**src/rtl/core/brc_pkg.sv**
```systemverilog
// shared types and constants of the reference-counted block allocator
// no dependencies; imported by brc_ctrl, brc_datapath and block_refcount_allocator
package brc_pkg;

    // fixed field widths of the ports
    localparam int CMD_W = 2;
    localparam int BLK_W = 12;
    localparam int BC_W  = 13;
    localparam int NC_W  = 16;
    localparam int ST_W  = 2;

    // block count after reset
    localparam logic [BC_W-1:0] BC_RESET = 13'd4096;

    // command codes
    localparam logic [CMD_W-1:0] CMD_ALLOC = 2'd0;
    localparam logic [CMD_W-1:0] CMD_INC   = 2'd1;
    localparam logic [CMD_W-1:0] CMD_DEC   = 2'd2;

    // status codes
    localparam logic [ST_W-1:0] ST_OK          = 2'd0;
    localparam logic [ST_W-1:0] ST_NOT_PRESENT = 2'd1;
    localparam logic [ST_W-1:0] ST_NO_SPACE    = 2'd2;
    localparam logic [ST_W-1:0] ST_SATURATED   = 2'd3;

    // controller to datapath commands
    typedef struct packed {
        logic clr_step;
        logic accept;
        logic scan_step;
        logic rmw_check;
        logic load_out;
    } dp_cmd_t;

    // datapath to controller status
    typedef struct packed {
        logic cmd_alloc;
        logic cmd_rmw;
        logic scan_found;
        logic scan_empty;
        logic clear_done;
    } dp_sts_t;

endpackage

```
**src/rtl/core/brc_ctrl.sv**
```systemverilog
// control state machine of the block allocator: clearing pass, scan and read-modify-write
// depends on brc_pkg
module brc_ctrl (
    input  logic              clk,
    input  logic              rst_n,
    input  logic              in_valid,
    output logic              in_stall,
    output logic              out_valid,
    input  logic              out_stall,
    input  brc_pkg::dp_sts_t  sts,
    output brc_pkg::dp_cmd_t  ctl
);
    import brc_pkg::*;

    typedef enum logic [5:0] {
        S_CLEAR = 6'b000001,
        S_IDLE  = 6'b000010,
        S_SCAN  = 6'b000100,
        S_READ  = 6'b001000,
        S_CHECK = 6'b010000,
        S_DONE  = 6'b100000
    } state_t;

    state_t state_reg;
    state_t state_next;
    logic   out_valid_reg;
    logic   out_valid_next;

    // commands to the datapath
    always_comb
    begin
        ctl.clr_step  = (state_reg == S_CLEAR);
        ctl.accept    = (state_reg == S_IDLE) && in_valid;
        ctl.scan_step = (state_reg == S_SCAN);
        ctl.rmw_check = (state_reg == S_CHECK);
        ctl.load_out  = (state_reg == S_DONE) && (!out_valid_reg || !out_stall);
    end

    assign in_stall  = (state_reg != S_IDLE);
    assign out_valid = out_valid_reg;

    // next state
    always_comb
    begin
        state_next = state_reg;
        unique case (state_reg)
            S_CLEAR:
            begin
                if (sts.clear_done)
                    state_next = S_IDLE;
            end
            S_IDLE:
            begin
                if (in_valid)
                begin
                    if (sts.cmd_alloc)
                        state_next = S_SCAN;
                    else if (sts.cmd_rmw)
                        state_next = S_READ;
                    else
                        state_next = S_DONE;
                end
            end
            S_SCAN:
            begin
                if (sts.scan_found || sts.scan_empty)
                    state_next = S_DONE;
            end
            S_READ:
                state_next = S_CHECK;
            S_CHECK:
                state_next = S_DONE;
            S_DONE:
            begin
                if (ctl.load_out)
                    state_next = S_IDLE;
            end
            default:
                state_next = S_CLEAR;
        endcase
    end

    // output word valid flag
    always_comb
    begin
        out_valid_next = out_valid_reg;
        if (out_valid_reg && !out_stall)
            out_valid_next = 1'b0;
        if (ctl.load_out)
            out_valid_next = 1'b1;
    end

    always_ff @(posedge clk or negedge rst_n)
    begin
        if (!rst_n)
        begin
            state_reg     <= S_CLEAR;
            out_valid_reg <= 1'b0;
        end
        else
        begin
            state_reg     <= state_next;
            out_valid_reg <= out_valid_next;
        end
    end

endmodule

```
**config.mk**
```make
export PLATFORM = sky130hd
export DESIGN_NAME = brc_ctrl
export DESIGN_NICKNAME = d
export VERILOG_FILES = /design/src/rtl/core/brc_pkg.sv /design/src/rtl/core/brc_ctrl.sv
export SDC_FILE = /design/constraint.sdc
export NUM_CORES = 1
export LEC_CHECK = 0
export BUFFER_PORTS_ARGS = -buffer_cell sky130_fd_sc_hd__clkbuf_2
export CORE_MARGIN = 2
export CORE_UTILIZATION = 35
export DETAILED_ROUTE_END_ITERATION = 10
export GPL_ROUTABILITY_DRIVEN = 0
export GPL_TIMING_DRIVEN = 0
export PLACE_DENSITY_LB_ADDON = 0.15
export SLEW_MARGIN = 10
export SYNTH_ARGS = -nofsm -noshare
export SYNTH_HDL_FRONTEND = slang
export SYNTH_SLANG_ARGS = --single-unit
```
**constraint.sdc**
```tcl
create_clock -name clk -period 2.2 [get_ports clk]
set_clock_uncertainty 0.15 [all_clocks]
set_input_delay 0.44 -clock clk [delete_from_list [all_inputs] [get_ports clk]]
set_output_delay 0.44 -clock clk [all_outputs]
set_load 0.1 [all_outputs]
```
==> run metrics <==
status complete, but fails checks; violated checks setup timing; width of the die 40.12 um; Top Layer Used met3; Period minus WS final 2403 ps; clock transition at the registers of the reported paths 50 ps; crit path to ctl[3]; adder-cell share of the synthesized area 0%; vias in the first global route 448; fin. max-slew vios 0; Vias 465; Seq/Total Area, Yosys 38.63%; Yosys reg bits 7; CP Capture Type output port; CTS Sinks 7; crit path from state_reg[3]; Filler cells 110; R2R setup slack 260 ps; DRT met1 WL 533 um; Ports 16; DRC 0; P_leak 0.3708 nW; worst-margin pin slew 539.3 ps; Cell variety after synth 31; Switching Fraction 46.63%; core area 1252 um^2; DP Area 578.1 um^2; total track usage 18.89%; DP HPWL 768 um; count of final setup violators 4; clock power share 13.7%; routed wl met3 55 um; total grt overflow 0; maxcap violations 0; Port Buffer Count 15; setup repair after global routing missed its margin true; mux contribution to synthesized area 0%; Die Y 40.12 um; largest net degree at the start of global routing 10; Sw Pwr 0.0004083 W; CTS tree done; Clock Tree Buf Depth 2; Synthesis Warnings 0; Worst Setup Start Kind register; CP Max Fanout 5; Setup WS post-layout -202.7 ps; initial core utilization 36.46%; Yosys top cell by area dfrtp_1; die area 1610 um^2; max frequency 416.2 MHz; H-Tree Depth 1; Final ANT Viol Nets 0; worst min path class in2reg; fin nets 89; Register-to-Register Path Depth 7; Synth Area in Simple Gates 33.42%; Iteration-0 DRC Markers 1; initial antenna violation count 0; reg2reg start state_reg[3]; Core Util, Final 62.44%; Compound-Gate Fraction of Synth Area 16.44%; Comb power frac 62.0%; number of inserted diodes 0; Syn Area/Cell 8.782 um^2; multi-input logic area 279.0 um^2; Num CTS Buffers 3; hold violation count in the final report 0; Worst R2R End state_reg[5]; Hold Slack 199.1 ps; Gate Count Post-Synth 52; final std cells w/o fill 94; Synth area leaders dfrtp_1, dfstp_2, nor2_1; Netlist Area Pre-Place 456.7 um^2; vias per cell 4.947; WL met2 603 um; Final Cell Area 782.0 um^2; post-synth net total 61; Max-slew headroom 64.20%; share of the synthesized area in the top cell type 32.88%; WS Path Type reg2out; first-pass GRT wire length 1932 um; total power 0.0008756 W; internal power 0.0004673 W; Seq. cell area 180.2 um^2; # rows 13; Area Growth Syn to Fin 71.23%; Post-Place Cells 82; post-synthesis xor/xnor area fraction 3.836%; Largest register FFs 6; WL/cell 12.68 um; peak supply drop 0.8281 mV; layout cells sized above 1 54.43%; WL final 1192 um; crit path DAT 1810 ps; largest family of logic cells by synthesized area simple AND/OR/NAND/NOR gates; fin crit share 109.2%; Power Density 1120 nW/um^2; TritonRoute pass-1 iters 2; sequential power share 24.3%; clk_lat worst skew 250 ps; Worst Path Required 1610 ps; clock root cell clkbuf_4
==> metrics by stage <==
stage	TNS, ps	worst slack, ps
2_1_floorplan	-649.0	-271.9
3_3_place_gp	-671.9	-278.0
3_5_place_dp	-688.2	-277.1
4_1_cts	-773.9	-240.4
5_1_grt	-1118	-276.5
6_report	-688.5	-202.7
==> per-layer routing <==
metal  track usage (%)  up-vias
met5                 0        -
met4             5.172        0
met3             9.444        0
met2             29.84       12
met1             22.37      214
li1                  -      239
==> worst max-delay path: stages (launching register included) <==
cell and delay (ps):
dfrtp_2 440, or4_4 580, nor3_4 170, nand2_2 100
clkinvlp_4 80, clkbuf_16 190
==> repair_timing <==
action | 4_1_cts | 5_1_grt
setup buffers | 7 | 1
hold endpoints to repair | 6 | 0
pin swaps | 2 | 4
hold buffers | 1 | 0
gates resized for setup | 23 | 0
endpoints found under the setup margin | 6 | 6
==> synth_stat cells <==
library cell	number
a21o_1	1
a21oi_1	3
a31oi_1	2
a32oi_1	1
and3_1	1
and4b_1	1
buf_2	1
buf_4	1
clkbuf_1	1
dfrtp_1	6
dfstp_2	1
inv_1	4
inv_2	1
nand2_1	5
nand3_1	1
nand3b_1	1
nand4_1	1
nor2_1	6
nor3_2	1
nor3_4	1
nor3b_1	1
nor3b_2	1
nor4b_1	1
nor4bb_1	1
o211ai_1	1
o21ai_0	1
o21ai_1	1
o21bai_1	1
o22ai_1	1
or4_4	1
xor2_1	2
==> worst min-delay path by stage <==
stage           start           end  cells after the start
2_1_floorplan   rst_n     out_valid                      0
3_3_place_gp    rst_n     out_valid                      1
3_5_place_dp    rst_n     out_valid                      1
4_1_cts        sts[0]  state_reg[0]                      2
5_1_grt        sts[0]  state_reg[0]                      2
6_report       sts[0]  state_reg[0]                      2
==> placed cells by master, fill, tap and decap left out, types with 2 or more instances in the layout <==
cell       n
nor2_1     6
buf_4      9
a21oi_1    2
dfrtp_1    3
clkbuf_16  4
clkbuf_4   4
xor2_1     2
dfrtp_2    3
inv_1      2
clkbuf_2   9
inv_2      2
a31oi_1    2
nand2_1    4
==> cells by family (layout without fill, tap and decap cells) <==
logic type / after synthesis / in the layout
xor+xnor: 2 / 2
simple gates: 23 / 23
flops: 7 / 7
compound gates: 12 / 12
buf+inv: 8 / 35
==> power by group through the flow <==
stage	combinational, W	clock, W	sequential, W
floorplan	0.000350	0	0.000192
global placement	0.000413	0	0.000191
detailed placement	0.000414	0	0.000189
CTS	0.000538	0.000124	0.000209
global route	0.000571	0.000138	0.000217
finish	0.000543	0.000120	0.000213
==> final cells by class <==
class                   count  share of cell area, %
repair buffers             24                  30.24
flip-flops and latches      7                  23.04
inverters                   5                  2.880
plain buffers               2                  2.400
well taps                  15                  2.400
multi-input cells          37                  35.68
clock buffers               4                  3.360
Power figures use the tool's default switching activity.
